===== config.mk =====
export PLATFORM = sky130hd
export DESIGN_NAME = joystick_axis_autocalibrate
export DESIGN_NICKNAME = d
export VERILOG_FILES = /design/src/rtl/jac_pkg.sv /design/src/rtl/jac_axis_lane.sv /design/src/rtl/jac_merge.sv /design/src/rtl/joystick_axis_autocalibrate.sv
export SDC_FILE = /design/constraint.sdc
export NUM_CORES = 1
export LEC_CHECK = 0
export ABC_AREA = 0
export BUFFER_PORTS_ARGS = -buffer_cell sky130_fd_sc_hd__buf_2
export CAP_MARGIN = 25
export CORE_ASPECT_RATIO = 0.8
export CORE_MARGIN = 1.5
export CORE_UTILIZATION = 55
export DETAILED_ROUTE_END_ITERATION = 12
export PLACE_DENSITY = 0.85
export SETUP_SLACK_MARGIN = 0.15
export SKIP_CTS_REPAIR_TIMING = 1
export SLEW_MARGIN = 20
export SYNTH_ARGS = -nofsm -noshare
export SYNTH_HDL_FRONTEND = slang
export SYNTH_SLANG_ARGS = --single-unit

===== constraint.sdc =====
create_clock -name clk -period 8.8 [get_ports clk]
set_input_delay 0.44 -clock clk [delete_from_list [all_inputs] [get_ports clk]]
set_output_delay 0.44 -clock clk [all_outputs]
set_load 0.005 [all_outputs]

===== src/rtl/jac_pkg.sv =====
package jac_pkg;

  localparam int CNT_W = 12;
  localparam int POS_W = 16;
  localparam int QUO_W = 15;
  localparam int SPAN_W = 11;
  localparam int BTN_W = 4;
  localparam int ST_W = 8;

  // counts at or above this mean the axis timed out
  localparam logic [CNT_W-1:0] COUNT_LIMIT = 12'd2048;
  localparam logic [SPAN_W-1:0] MIN_SPAN_RST = 11'd32;

  // one quotient bit per divider step
  localparam int DIV_STEPS = QUO_W;
  localparam int STEP_W = $clog2(DIV_STEPS);
  localparam logic [STEP_W-1:0] LAST_STEP = STEP_W'(DIV_STEPS - 1);

  localparam logic signed [POS_W-1:0] POS_THRESH = 16'sh4000;
  localparam logic signed [POS_W-1:0] NEG_THRESH = -16'sh4000;

  localparam int IN_DATA_W = 32;
  localparam int OUT_DATA_W = 56;

  typedef enum logic [1:0] {
    ST_IDLE,
    ST_LOAD,
    ST_DIV,
    ST_EMIT
  } ctrl_state_t;

  typedef struct packed {
    logic capture;
    logic load;
    logic step;
  } lane_ctrl_t;

endpackage


===== src/rtl/jac_axis_lane.sv =====
module jac_axis_lane
  import jac_pkg::*;
(
  input  logic              clk,
  input  logic              rst_n,
  input  lane_ctrl_t        ctrl,
  input  logic [CNT_W-1:0]  raw_in,
  input  logic [SPAN_W-1:0] min_span,
  output logic [POS_W-1:0]  pos
);

  logic [CNT_W-1:0] raw_r, raw_nxt;
  logic [CNT_W-1:0] min_r, min_nxt;
  logic [CNT_W-1:0] cen_r, cen_nxt;
  logic [CNT_W-1:0] max_r, max_nxt;
  logic [CNT_W-1:0] rem_r, rem_nxt;
  logic [CNT_W-1:0] den_r, den_nxt;
  logic [QUO_W-1:0] quo_r, quo_nxt;
  logic             neg_r, neg_nxt;
  logic             zero_r, zero_nxt;

  logic             raw_ok;
  logic [CNT_W-1:0] min_upd, cen_upd, max_upd;
  logic             below;
  logic signed [CNT_W:0] span;
  logic             span_short;
  logic [CNT_W:0]   rem_dbl;
  logic             fits;

  // calibration learning for the captured sample
  always_comb begin
    raw_ok  = raw_r < COUNT_LIMIT;
    cen_upd = (cen_r == '0) ? raw_r : cen_r;
    min_upd = (min_r == '0 || raw_r < min_r) ? raw_r : min_r;
    max_upd = (raw_r > max_r) ? raw_r : max_r;
    if (!raw_ok) begin
      cen_upd = cen_r;
      min_upd = min_r;
      max_upd = max_r;
    end
    below      = raw_r < cen_upd;
    span       = $signed({1'b0, max_upd}) - $signed({1'b0, min_upd});
    span_short = span < $signed({2'b00, min_span});
  end

  // restoring divider; for a valid count the remainder stays below the divisor
  always_comb begin
    rem_dbl = {rem_r, 1'b0};
    fits    = rem_dbl >= {1'b0, den_r};
  end

  always_comb begin
    raw_nxt  = raw_r;
    min_nxt  = min_r;
    cen_nxt  = cen_r;
    max_nxt  = max_r;
    rem_nxt  = rem_r;
    den_nxt  = den_r;
    quo_nxt  = quo_r;
    neg_nxt  = neg_r;
    zero_nxt = zero_r;
    if (ctrl.capture) begin
      raw_nxt = raw_in;
    end
    if (ctrl.load) begin
      min_nxt  = min_upd;
      cen_nxt  = cen_upd;
      max_nxt  = max_upd;
      neg_nxt  = below;
      zero_nxt = !raw_ok || span_short;
      quo_nxt  = '0;
      if (below) begin
        rem_nxt = raw_r - min_upd;
        den_nxt = cen_upd - min_upd;
      end else begin
        rem_nxt = raw_r - cen_upd;
        den_nxt = max_upd - cen_upd + 12'd1;
      end
    end
    if (ctrl.step) begin
      if (fits) begin
        rem_nxt = CNT_W'(rem_dbl - {1'b0, den_r});
      end else begin
        rem_nxt = rem_dbl[CNT_W-1:0];
      end
      quo_nxt = {quo_r[QUO_W-2:0], fits};
    end
  end

  always_ff @(posedge clk) begin
    if (!rst_n) begin
      min_r <= '0;
      cen_r <= '0;
      max_r <= '0;
    end else begin
      min_r <= min_nxt;
      cen_r <= cen_nxt;
      max_r <= max_nxt;
    end
    raw_r  <= raw_nxt;
    rem_r  <= rem_nxt;
    den_r  <= den_nxt;
    quo_r  <= quo_nxt;
    neg_r  <= neg_nxt;
    zero_r <= zero_nxt;
  end

  // below centre the position is quotient - 0x8000, i.e. the sign bit set on top
  assign pos = zero_r ? '0 : {neg_r, quo_r};

endmodule


===== src/rtl/jac_merge.sv =====
module jac_merge
  import jac_pkg::*;
(
  input  logic             clk,
  input  logic             rst_n,
  input  logic             emit,
  input  logic [POS_W-1:0] x_pos,
  input  logic [POS_W-1:0] y_pos,
  input  logic [BTN_W-1:0] buttons,
  output logic [POS_W-1:0] x_pos_q,
  output logic [POS_W-1:0] y_pos_q,
  output logic [ST_W-1:0]  state_q,
  output logic [ST_W-1:0]  changed_q,
  output logic [ST_W-1:0]  pressed_q
);

  logic [ST_W-1:0]  last_r, last_nxt;
  logic [POS_W-1:0] x_r, x_nxt, y_r, y_nxt;
  logic [ST_W-1:0]  st_r, st_nxt, chg_r, chg_nxt, prs_r, prs_nxt;
  logic [ST_W-1:0]  cur;
  logic [ST_W-1:0]  diff;

  always_comb begin
    cur      = {buttons, 4'b0000};
    cur[0]   = $signed(x_pos) <= NEG_THRESH;
    cur[1]   = $signed(x_pos) > POS_THRESH;
    cur[2]   = $signed(y_pos) <= NEG_THRESH;
    cur[3]   = $signed(y_pos) > POS_THRESH;
    diff     = cur ^ last_r;
    last_nxt = last_r;
    x_nxt    = x_r;
    y_nxt    = y_r;
    st_nxt   = st_r;
    chg_nxt  = chg_r;
    prs_nxt  = prs_r;
    if (emit) begin
      last_nxt = cur;
      x_nxt    = x_pos;
      y_nxt    = y_pos;
      st_nxt   = cur;
      chg_nxt  = diff;
      prs_nxt  = cur & diff;
    end
  end

  always_ff @(posedge clk) begin
    if (!rst_n) begin
      last_r <= '0;
    end else begin
      last_r <= last_nxt;
    end
    x_r   <= x_nxt;
    y_r   <= y_nxt;
    st_r  <= st_nxt;
    chg_r <= chg_nxt;
    prs_r <= prs_nxt;
  end

  assign x_pos_q   = x_r;
  assign y_pos_q   = y_r;
  assign state_q   = st_r;
  assign changed_q = chg_r;
  assign pressed_q = prs_r;

endmodule


===== src/rtl/joystick_axis_autocalibrate.sv =====
// Two-axis analog joystick front end that learns its own calibration. Each
// item is one sample: a charge-time count per axis (2048 or more = timed out)
// and four button bits. Per axis the first valid count becomes the centre and
// the min and max counts are tracked; the result is a signed Q15 position,
// scaled separately on each side of the centre, and zero on timeout or while
// the learned span is below min_span. A result is registered after its item is
// accepted by one calibration update, 15 steps of the per-axis bit-serial
// divider and one merge into the output register. The next item can be
// accepted in the cycle after that merge, not before; the previous result may
// still wait meanwhile, but a new result that finds the old one unaccepted
// holds the block until out_tready.
module joystick_axis_autocalibrate
  import jac_pkg::*;
(
  input  logic                  clk,
  input  logic                  rst_n,
  // x_count[11:0], y_count[23:12], button_bits[27:24], zero pad [31:28]
  input  logic [IN_DATA_W-1:0]  in_tdata,
  input  logic                  in_tvalid,
  output logic                  in_tready,
  // x_pos[15:0], y_pos[31:16], input_state[39:32], changed_bits[47:40],
  // pressed_bits[55:48]
  output logic [OUT_DATA_W-1:0] out_tdata,
  output logic                  out_tvalid,
  input  logic                  out_tready,
  input  logic [SPAN_W-1:0]     cfg_data,
  input  logic                  cfg_valid,
  output logic                  cfg_ready
);

  ctrl_state_t       state_r, state_nxt;
  logic [STEP_W-1:0] step_r, step_nxt;
  logic              out_valid_r, out_valid_nxt;
  logic [SPAN_W-1:0] min_span_r, min_span_nxt;
  logic [BTN_W-1:0]  btn_r, btn_nxt;
  lane_ctrl_t        lane_ctrl;
  logic              emit;
  logic              accept;
  logic [POS_W-1:0]  x_pos, y_pos;
  logic [POS_W-1:0]  x_q, y_q;
  logic [ST_W-1:0]   st_q, chg_q, prs_q;

  assign accept    = in_tvalid && in_tready;
  assign cfg_ready = 1'b1;

  always_comb begin
    state_nxt = state_r;
    case (state_r)
      ST_IDLE: begin
        if (in_tvalid) state_nxt = ST_LOAD;
      end
      ST_LOAD: state_nxt = ST_DIV;
      ST_DIV: begin
        if (step_r == LAST_STEP) state_nxt = ST_EMIT;
      end
      ST_EMIT: begin
        if (!out_valid_r || out_tready) state_nxt = ST_IDLE;
      end
      default: state_nxt = ST_IDLE;
    endcase
  end

  always_comb begin
    in_tready         = 1'b0;
    lane_ctrl         = '0;
    emit              = 1'b0;
    step_nxt          = step_r;
    case (state_r)
      ST_IDLE: begin
        in_tready         = 1'b1;
        lane_ctrl.capture = in_tvalid;
      end
      ST_LOAD: begin
        lane_ctrl.load = 1'b1;
        step_nxt       = '0;
      end
      ST_DIV: begin
        lane_ctrl.step = 1'b1;
        step_nxt       = step_r + 1'b1;
      end
      ST_EMIT: begin
        emit = !out_valid_r || out_tready;
      end
      default: begin
        in_tready = 1'b0;
      end
    endcase
  end

  always_comb begin
    out_valid_nxt = out_valid_r;
    if (emit) begin
      out_valid_nxt = 1'b1;
    end else if (out_tready) begin
      out_valid_nxt = 1'b0;
    end
    min_span_nxt = (cfg_valid && cfg_ready) ? cfg_data : min_span_r;
    btn_nxt      = accept ? in_tdata[27:24] : btn_r;
  end

  always_ff @(posedge clk) begin
    if (!rst_n) begin
      state_r     <= ST_IDLE;
      out_valid_r <= 1'b0;
      min_span_r  <= MIN_SPAN_RST;
      step_r      <= '0;
    end else begin
      state_r     <= state_nxt;
      out_valid_r <= out_valid_nxt;
      min_span_r  <= min_span_nxt;
      step_r      <= step_nxt;
    end
    btn_r <= btn_nxt;
  end

  jac_axis_lane u_lane_x (
    .clk      (clk),
    .rst_n    (rst_n),
    .ctrl     (lane_ctrl),
    .raw_in   (in_tdata[11:0]),
    .min_span (min_span_r),
    .pos      (x_pos)
  );

  jac_axis_lane u_lane_y (
    .clk      (clk),
    .rst_n    (rst_n),
    .ctrl     (lane_ctrl),
    .raw_in   (in_tdata[23:12]),
    .min_span (min_span_r),
    .pos      (y_pos)
  );

  jac_merge u_merge (
    .clk       (clk),
    .rst_n     (rst_n),
    .emit      (emit),
    .x_pos     (x_pos),
    .y_pos     (y_pos),
    .buttons   (btn_r),
    .x_pos_q   (x_q),
    .y_pos_q   (y_q),
    .state_q   (st_q),
    .changed_q (chg_q),
    .pressed_q (prs_q)
  );

  assign out_tvalid = out_valid_r;
  assign out_tdata  = {prs_q, chg_q, st_q, y_q, x_q};

endmodule


# [Yosys cells after proc, flatten, opt, wreduce, memory -nomap -nowiden]
# Index checks and enable logic that the tools add are counted.
[classes] n_addsub=15 n_mul=0 n_div=0 n_lt_le_gt_ge=16 eq_ne=7 shifts=0 mux=39 bitwise=2 n_reduce_logical=18
[ops] op="12-bit 2-to-1 mux" n=22
[ops] op="12-bit subtractor" n=10
[ops] op="12-bit logical NOT" n=4
[ops] op="12-bit less-than comparator" n=4
[ops] op="15-bit 2-to-1 mux" n=3
[ops] op="16-bit greater-than comparator, second input constant" n=2
[ops] op="16-bit by 15-bit <= comparator with 1-bit output, second input constant" n=2
[ops] op="16-bit 2-to-1 mux" n=2
[ops] op="13-bit by 12-bit >= comparator with 1-bit output" n=2
[ops] op="13-bit by 12-bit less-than comparator with 1-bit output" n=2
[ops] op="12-bit by 12-bit subtractor with 13-bit output" n=2
[ops] op="12-bit by 1-bit adder with 12-bit output, second input constant" n=2
[ops] op="12-bit greater-than comparator" n=2
[ops] op="12-bit less-than comparator, second input constant" n=2
[ops] op="8-bit AND" n=1
[ops] op="2-bit case mux with 4 select lines" n=1
[ops] op="4-bit case mux with 2 select lines" n=1
[ops] op="8-bit XOR" n=1
[ops] op="1-bit 2-to-1 mux" n=7
[ops] op="2-bit 2-to-1 mux" n=3
[ops] op="2-bit != test, second input constant" n=3
[ops] op="2-bit nonzero test" n=3
[ops] op="1-bit logical OR" n=5
[ops] op="4-bit by 1-bit adder with 4-bit output, second input constant" n=1
[ops] op="other kinds (7)" n=10
[word_totals] reg_bits=264 latchBits=0 ram_bits=0 rom_bits=0 inputBits=48 wordCells=126 n_memories=0

# [Logic depth before layout (Yosys ltp)]
[logic_depth] ltp_word=8 mapped_depth=29 depth_no_buf=26

# [By module]
# A second synthesis with hierarchy kept.
[hier_totals] cells_unflattened=2174 hier_area_um2=19512.5
[modules_own_cells] mod="jac_axis_lane at u_lane_y" n_inst=1 cells_per_inst=995 area_each_um2=8197.9 seq_area_each_um2=2312.2
[modules_own_cells] mod="jac_axis_lane at u_lane_x" n_inst=1 cells_per_inst=961 area_each_um2=8065.2 seq_area_each_um2=2312.2
[modules_own_cells] mod="jac_merge" n_inst=1 cells_per_inst=132 area_each_um2=2290.9 seq_area_each_um2=1841.8
[modules_own_cells] mod="joystick_axis_autocalibrate" n_inst=1 cells_per_inst=86 area_each_um2=958.4 seq_area_each_um2=480.5

# [Worst setup path after synthesis]
# OpenSTA, ideal clock, no wires.
[synth_timing] path_kind="reg-to-reg" startpoint="reg u_lane_y.raw_r[1]" endpoint="reg u_lane_y.zero_r, data pin" setup_time_ns=0.259 arrival_time_ns=5.941 path_slack_ns=2.600 path_stages_with_launch=23 n_path_buf=4 synth_period_minus_slack_ns=6.200 cell_sequence="edfxtp_1 -> ha_1 -> a2111o_1 -> a2111o_1 -> buf_6 -> nand2_2 -> buf_1 -> clkbuf_1 -> buf_1 -> a21oi_1 -> fa_1 -> maj3_1 -> o41ai_2 -> a31oi_1 -> o41ai_2 -> o21bai_1 -> a21oi_1 -> xnor2_1 -> ha_1 -> o2111ai_1 -> nand2_1 -> o211ai_1 -> a211o_1"
[synth_between] elab_chain_len=7 word_cells_on_any_way=12 classes_between="1 x add/sub; 4 x order compare; 4 x mux; 3 x reduce/logical"
[synth_rtl] element="start, declared" line_no="jac_axis_lane.sv:12" text="logic [CNT_W-1:0] raw_r, raw_nxt;"
[synth_rtl] element="start signal, assigned" line_no="jac_axis_lane.sv:100" text="raw_r <= raw_nxt;"
[synth_rtl] element="12-bit less-than comparator" line_no="jac_axis_lane.sv:34" text="min_upd = (min_r == '0 || raw_r < min_r) ? raw_r : min_r;"
[synth_rtl] element="1-bit logical OR" line_no="jac_axis_lane.sv:34"
[synth_rtl] element="12-bit 2-to-1 mux" line_no="jac_axis_lane.sv:34"
[synth_rtl] element="12-bit 2-to-1 mux" line_no="jac_axis_lane.sv:36" text="if (!raw_ok) begin"
[synth_rtl] element="12-bit by 12-bit subtractor with 13-bit output" line_no="jac_axis_lane.sv:42" text="span = $signed({1'b0, max_upd}) - $signed({1'b0, min_upd});"
[synth_rtl] element="13-bit by 12-bit less-than comparator with 1-bit output" line_no="jac_axis_lane.sv:43" text="span_short = span < $signed({2'b00, min_span});"
[synth_rtl] element="1-bit logical OR *" line_no="jac_axis_lane.sv:70" text="zero_nxt = !raw_ok || span_short;"
[synth_rtl] element="end signal, assigned" line_no="jac_axis_lane.sv:105" text="zero_r <= zero_nxt;"
[synth_rtl] element="end, declared" line_no="jac_axis_lane.sv:20" text="logic zero_r, zero_nxt;"
# Mark *: on every way between the ends. The rest lies on a longest branch, timed or not.
# A chain may end at the register's enable or synchronous reset.

# [Worst setup path in the final report]
[layout_timing] startpoint="reg u_lane_y.raw_r[9]" endpoint="reg u_lane_y.zero_r, data pin"
[layout_between] elab_chain_len=7 word_cells_on_any_way=12 classes_between="1 x add/sub; 4 x order compare; 4 x mux; 3 x reduce/logical"
[layout_rtl] element="12-bit less-than comparator" line_no="jac_axis_lane.sv:34"
[layout_rtl] element="1-bit logical OR" line_no="jac_axis_lane.sv:34"
[layout_rtl] element="12-bit 2-to-1 mux" line_no="jac_axis_lane.sv:34"
[layout_rtl] element="12-bit 2-to-1 mux *" line_no="jac_axis_lane.sv:36"
[layout_rtl] element="via u_lane_y.min_upd[0]" line_no="jac_axis_lane.sv:23" text="logic [CNT_W-1:0] min_upd, cen_upd, max_upd;"
[layout_rtl] element="12-bit by 12-bit subtractor with 13-bit output *" line_no="jac_axis_lane.sv:42"
[layout_rtl] element="13-bit by 12-bit less-than comparator with 1-bit output *" line_no="jac_axis_lane.sv:43"
[layout_rtl] element="1-bit logical OR *" line_no="jac_axis_lane.sv:70"
# Mark *: on every way through the listed nets, which the timed path passes. The rest lies on a longest branch.

==> metrics.log <==
INFO  metric synthTopCellsByArea = sky130_fd_sc_hd__edfxtp_1 (26%), sky130_fd_sc_hd__ha_1 (13%), sky130_fd_sc_hd__dfxtp_1 (10%), sky130_fd_sc_hd__xnor2_1 (4.2%), sky130_fd_sc_hd__nand2_1 (4.0%)
INFO  metric dp.final_hpwl = around 36 mm
INFO  metric critical_path_required = around 9100 ps
INFO  metric cts_buffer_count = 28
INFO  metric worst-endpoint-arrival = between 7000 and 8000 ps
INFO  metric clock_path_buffers = 3
INFO  metric firstDrtPassIters = 5
INFO  metric floorplan.die_area = roughly 36,000 um^2
INFO  metric fin_nets = around 2,500
INFO  metric setup_ws_pre_cts = 2280 ps
INFO  metric antenna-diode-count = 0
INFO  metric tns = 0 ps
INFO  metric vias_per_cell = approximately 6
INFO  metric clk_pin_slew = around 70 ps
INFO  metric floorplan_row_count = between 60 and 70
INFO  metric hold_violations = 0
INFO  metric critical_path.startpoint_type = register
INFO  metric synth_cell_type_count = 88
INFO  metric clock_insertion_delay_worst_skew = between 500 and 600 ps
INFO  metric postSynthRegisterBits = around 260
INFO  metric relSlewSlack = roughly 36%
INFO  metric cts.sinks = between 200 and 300
INFO  metric run_status = finished, final reports clean
INFO  metric synth.top_cell.area_share = approximately 26%
INFO  metric yosys_most_used_dff = sky130_fd_sc_hd__edfxtp_1
INFO  metric layout_min_cycle_time = just under 7000 ps
INFO  metric layout_worst_path_cycle_share = 76.6%
INFO  metric global_route.usage.total = 26.3%
INFO  metric synthesis.area_per_instance = 9.07 um^2
INFO  metric fin_skew = 27.0 ps
INFO  metric unrepaired_setup_endpoints_after_global_routing = false
INFO  metric die_y = roughly 170 um
INFO  metric initial_antenna_violation_count = 0
INFO  metric asyncSetResetFlopFracSynth = 0%
INFO  metric start_util = around 56%
INFO  metric timing_worst_setup_path_type = reg -> reg
INFO  metric totalWireLength = 48.1 mm
INFO  metric synthesis.nets = ~2,400
INFO  metric post-route-drc-count = 0
INFO  metric cts_tree = built
INFO  metric stdcell_count = 2,687
INFO  metric grt_max_degree = 99
INFO  metric grt_pass1_wl = 76.6 mm
INFO  metric ctsRootBufferMaster = sky130_fd_sc_hd__clkbuf_16
INFO  metric synth_most_common_cell = sky130_fd_sc_hd__nand2_1
INFO  metric global_route.overflow_total = 0
INFO  metric drt-initial-drc-count = approximately 1,400
INFO  metric maxClockFrequency = between 0.1 and 0.15 GHz
INFO  metric post_synth_inst_count = ~2,100
INFO  metric place_congestion = roughly 0.93
INFO  metric route.antenna.remaining_nets = 0
INFO  metric num_vias = between 15,000 and 20,000
INFO  metric yosysSeqAreaShare = between 30% and 40%
INFO  metric synth_area_leader_cell = sky130_fd_sc_hd__edfxtp_1
INFO  metric drv_slew = 0
INFO  metric finalSetupViolCount = 0
INFO  metric io_pins = about 110
INFO  metric placedCellCount = about 2,600
INFO  metric timing.final.ws_setup = 2060 ps
INFO  metric critPathMaxFanout = 12
INFO  metric floorplan.core_area = between 30,000 and 40,000 um^2
INFO  metric maxCapViolCount = 0
INFO  metric synth-edff-count = approximately 170
INFO  metric end_kind = register
INFO  metric worst-slew-pin-transition = between 900 and 1000 ps
INFO  metric holdCritPathClass = in -> reg
INFO  metric final.hold.worst_slack = 37.7 ps
INFO  metric synthTopCellsByCount = sky130_fd_sc_hd__nand2_1 (208), sky130_fd_sc_hd__ha_1 (199), sky130_fd_sc_hd__inv_1 (193), sky130_fd_sc_hd__edfxtp_1 (166), sky130_fd_sc_hd__nor2_1 (133)
INFO  metric mappedNetlistArea = ~19,000 um^2
INFO  metric grt_pass1_vias = roughly 15,000
INFO  metric clock_tree.htree_level_count = 1
INFO  metric post_route_cells_drive_above_1_share = a little under a tenth
INFO  metric buffer_ports.inserted = 101
INFO  metric chipWidth = about 210 um
INFO  metric area_growth = 9.18%
INFO  metric route.detailed.wl_per_inst = roughly 18 um
INFO  metric yosys_synthesis_warning_count = 0
[worst max-delay path, stage by stage (launching register included)]
cell and delay, ps:
sky130_fd_sc_hd__edfxtp_1 580, sky130_fd_sc_hd__ha_1 400, sky130_fd_sc_hd__a211oi_1 320, sky130_fd_sc_hd__o21ai_2 180, sky130_fd_sc_hd__a2111oi_4 570, sky130_fd_sc_hd__nor2_2 270
sky130_fd_sc_hd__o21ai_0 520, sky130_fd_sc_hd__ha_1 240, sky130_fd_sc_hd__inv_1 60, sky130_fd_sc_hd__fa_1 440, sky130_fd_sc_hd__maj3_1 420, sky130_fd_sc_hd__o41ai_2 380
sky130_fd_sc_hd__a31oi_1 200, sky130_fd_sc_hd__o41ai_2 570, sky130_fd_sc_hd__o21bai_1 110, sky130_fd_sc_hd__a21oi_1 200, sky130_fd_sc_hd__xnor2_1 100, sky130_fd_sc_hd__ha_1 300
sky130_fd_sc_hd__o2111ai_1 110, sky130_fd_sc_hd__nand2_1 140, sky130_fd_sc_hd__o211ai_1 110, sky130_fd_sc_hd__a211o_1 270
[layer usage]
layer	share of wire (%)	global-route usage, %
met3	8.0	4.24
met2	44	41.9
met1	46	37.2
met4	2.4	6.48
met5	0	0
[cells in the final DEF, fill, tap and decap left out, types with 13 or more instances in the layout]
master and n:
sky130_fd_sc_hd__dfxtp_1 98, sky130_fd_sc_hd__a21oi_1 121, sky130_fd_sc_hd__edfxtp_1 166, sky130_fd_sc_hd__a211oi_1 21
sky130_fd_sc_hd__o21a_1 20, sky130_fd_sc_hd__ha_1 196, sky130_fd_sc_hd__a21o_1 34, sky130_fd_sc_hd__xnor2_1 92
sky130_fd_sc_hd__nor4_1 17, sky130_fd_sc_hd__inv_1 193, sky130_fd_sc_hd__clkbuf_16 29, sky130_fd_sc_hd__nor2b_1 93
sky130_fd_sc_hd__o31ai_1 13, sky130_fd_sc_hd__nand2b_1 17, sky130_fd_sc_hd__nor3_1 20, sky130_fd_sc_hd__o21ai_0 114
sky130_fd_sc_hd__o211ai_1 23, sky130_fd_sc_hd__nand2_1 208, sky130_fd_sc_hd__buf_2 101, sky130_fd_sc_hd__nand4_1 17
sky130_fd_sc_hd__mux2i_1 42, sky130_fd_sc_hd__xor2_1 34, sky130_fd_sc_hd__and2_1 51, sky130_fd_sc_hd__a31oi_1 28
sky130_fd_sc_hd__a21boi_0 68, sky130_fd_sc_hd__nand3_1 41, sky130_fd_sc_hd__nor2_1 133
[cell families (layout without fill, tap and decap cells)]
| group | count (synthesis) | count (layout) | share of synthesized area (%) |
|---|---|---|---|
| AO/OA/AOI/OAI | 558 | 558 | 19.4 |
| buffers and inverters | 281 | 360 | 5.81 |
| flip-flops | 264 | 264 | 35.9 |
| AND/OR/NAND/NOR | 634 | 634 | 15.9 |
| XOR/XNOR | 126 | 126 | 5.70 |
| adder cells (fa/ha/maj) | 223 | 223 | 14.7 |
| multiplexers | 49 | 49 | 2.58 |
| other | 1 | 1 | 0.0194 |
[stage by stage]
| step | util [%] | area [um^2] |
|---|---|---|
| 2_1_floorplan | - | 19400 |
| 3_3_place_gp | 58.1 | 20200 |
| 3_5_place_dp | 58.1 | 20200 |
| 4_1_cts | 60.9 | 21100 |
| 5_1_grt | 60.9 | 21100 |
| 6_report | 60.9 | 21100 |
[cell type report]
class | instances | area [um^2]
inverter | 196 | 738
multi-input combinational | 1591 | 11300
tap | 472 | 591
sequential | 264 | 6950
timing repair buffer | 112 | 588
clock inverter | 18 | 205
fill | 2847 | 13600
clock buffer | 34 | 764
[path summary, 6_finish.rpt]
| path | slack [ps] | cells after the start | from | endpoint |
|---|---|---|---|---|
| worst max-delay path | 2060 | 21 | u_lane_y.raw_r[9] | u_lane_y.zero_r |
| worst min-delay path | 40 | 1 | in_tdata[18] | u_lane_y.raw_r[6] |
| worst max register to register | 2060 | 21 | u_lane_y.raw_r[9] | u_lane_y.zero_r |
| worst min register to register | 470 | 2 | u_lane_x.max_r[7] | u_lane_x.max_r[7] |
[sequential cells by signal, summed over array words and instances, names as in the netlist, 11 cells and up]
signal           cells
u_lane_y.quo_r      15
u_merge.y_pos_q     16
u_lane_x.quo_r      15
u_lane_x.max_r      12
u_lane_y.den_r      12
u_lane_x.rem_r      12
u_lane_y.max_r      12
u_lane_y.cen_r      12
u_lane_y.min_r      12
min_span_r          11
u_lane_x.raw_r      12
u_merge.x_pos_q     16
u_lane_x.den_r      12
u_lane_x.cen_r      12
u_lane_y.raw_r      12
u_lane_y.rem_r      12
u_lane_x.min_r      12
Power is left out: the tool's default activity adds up to more than one toggle a clock period on the data nets, which glitch-free logic cannot reach.
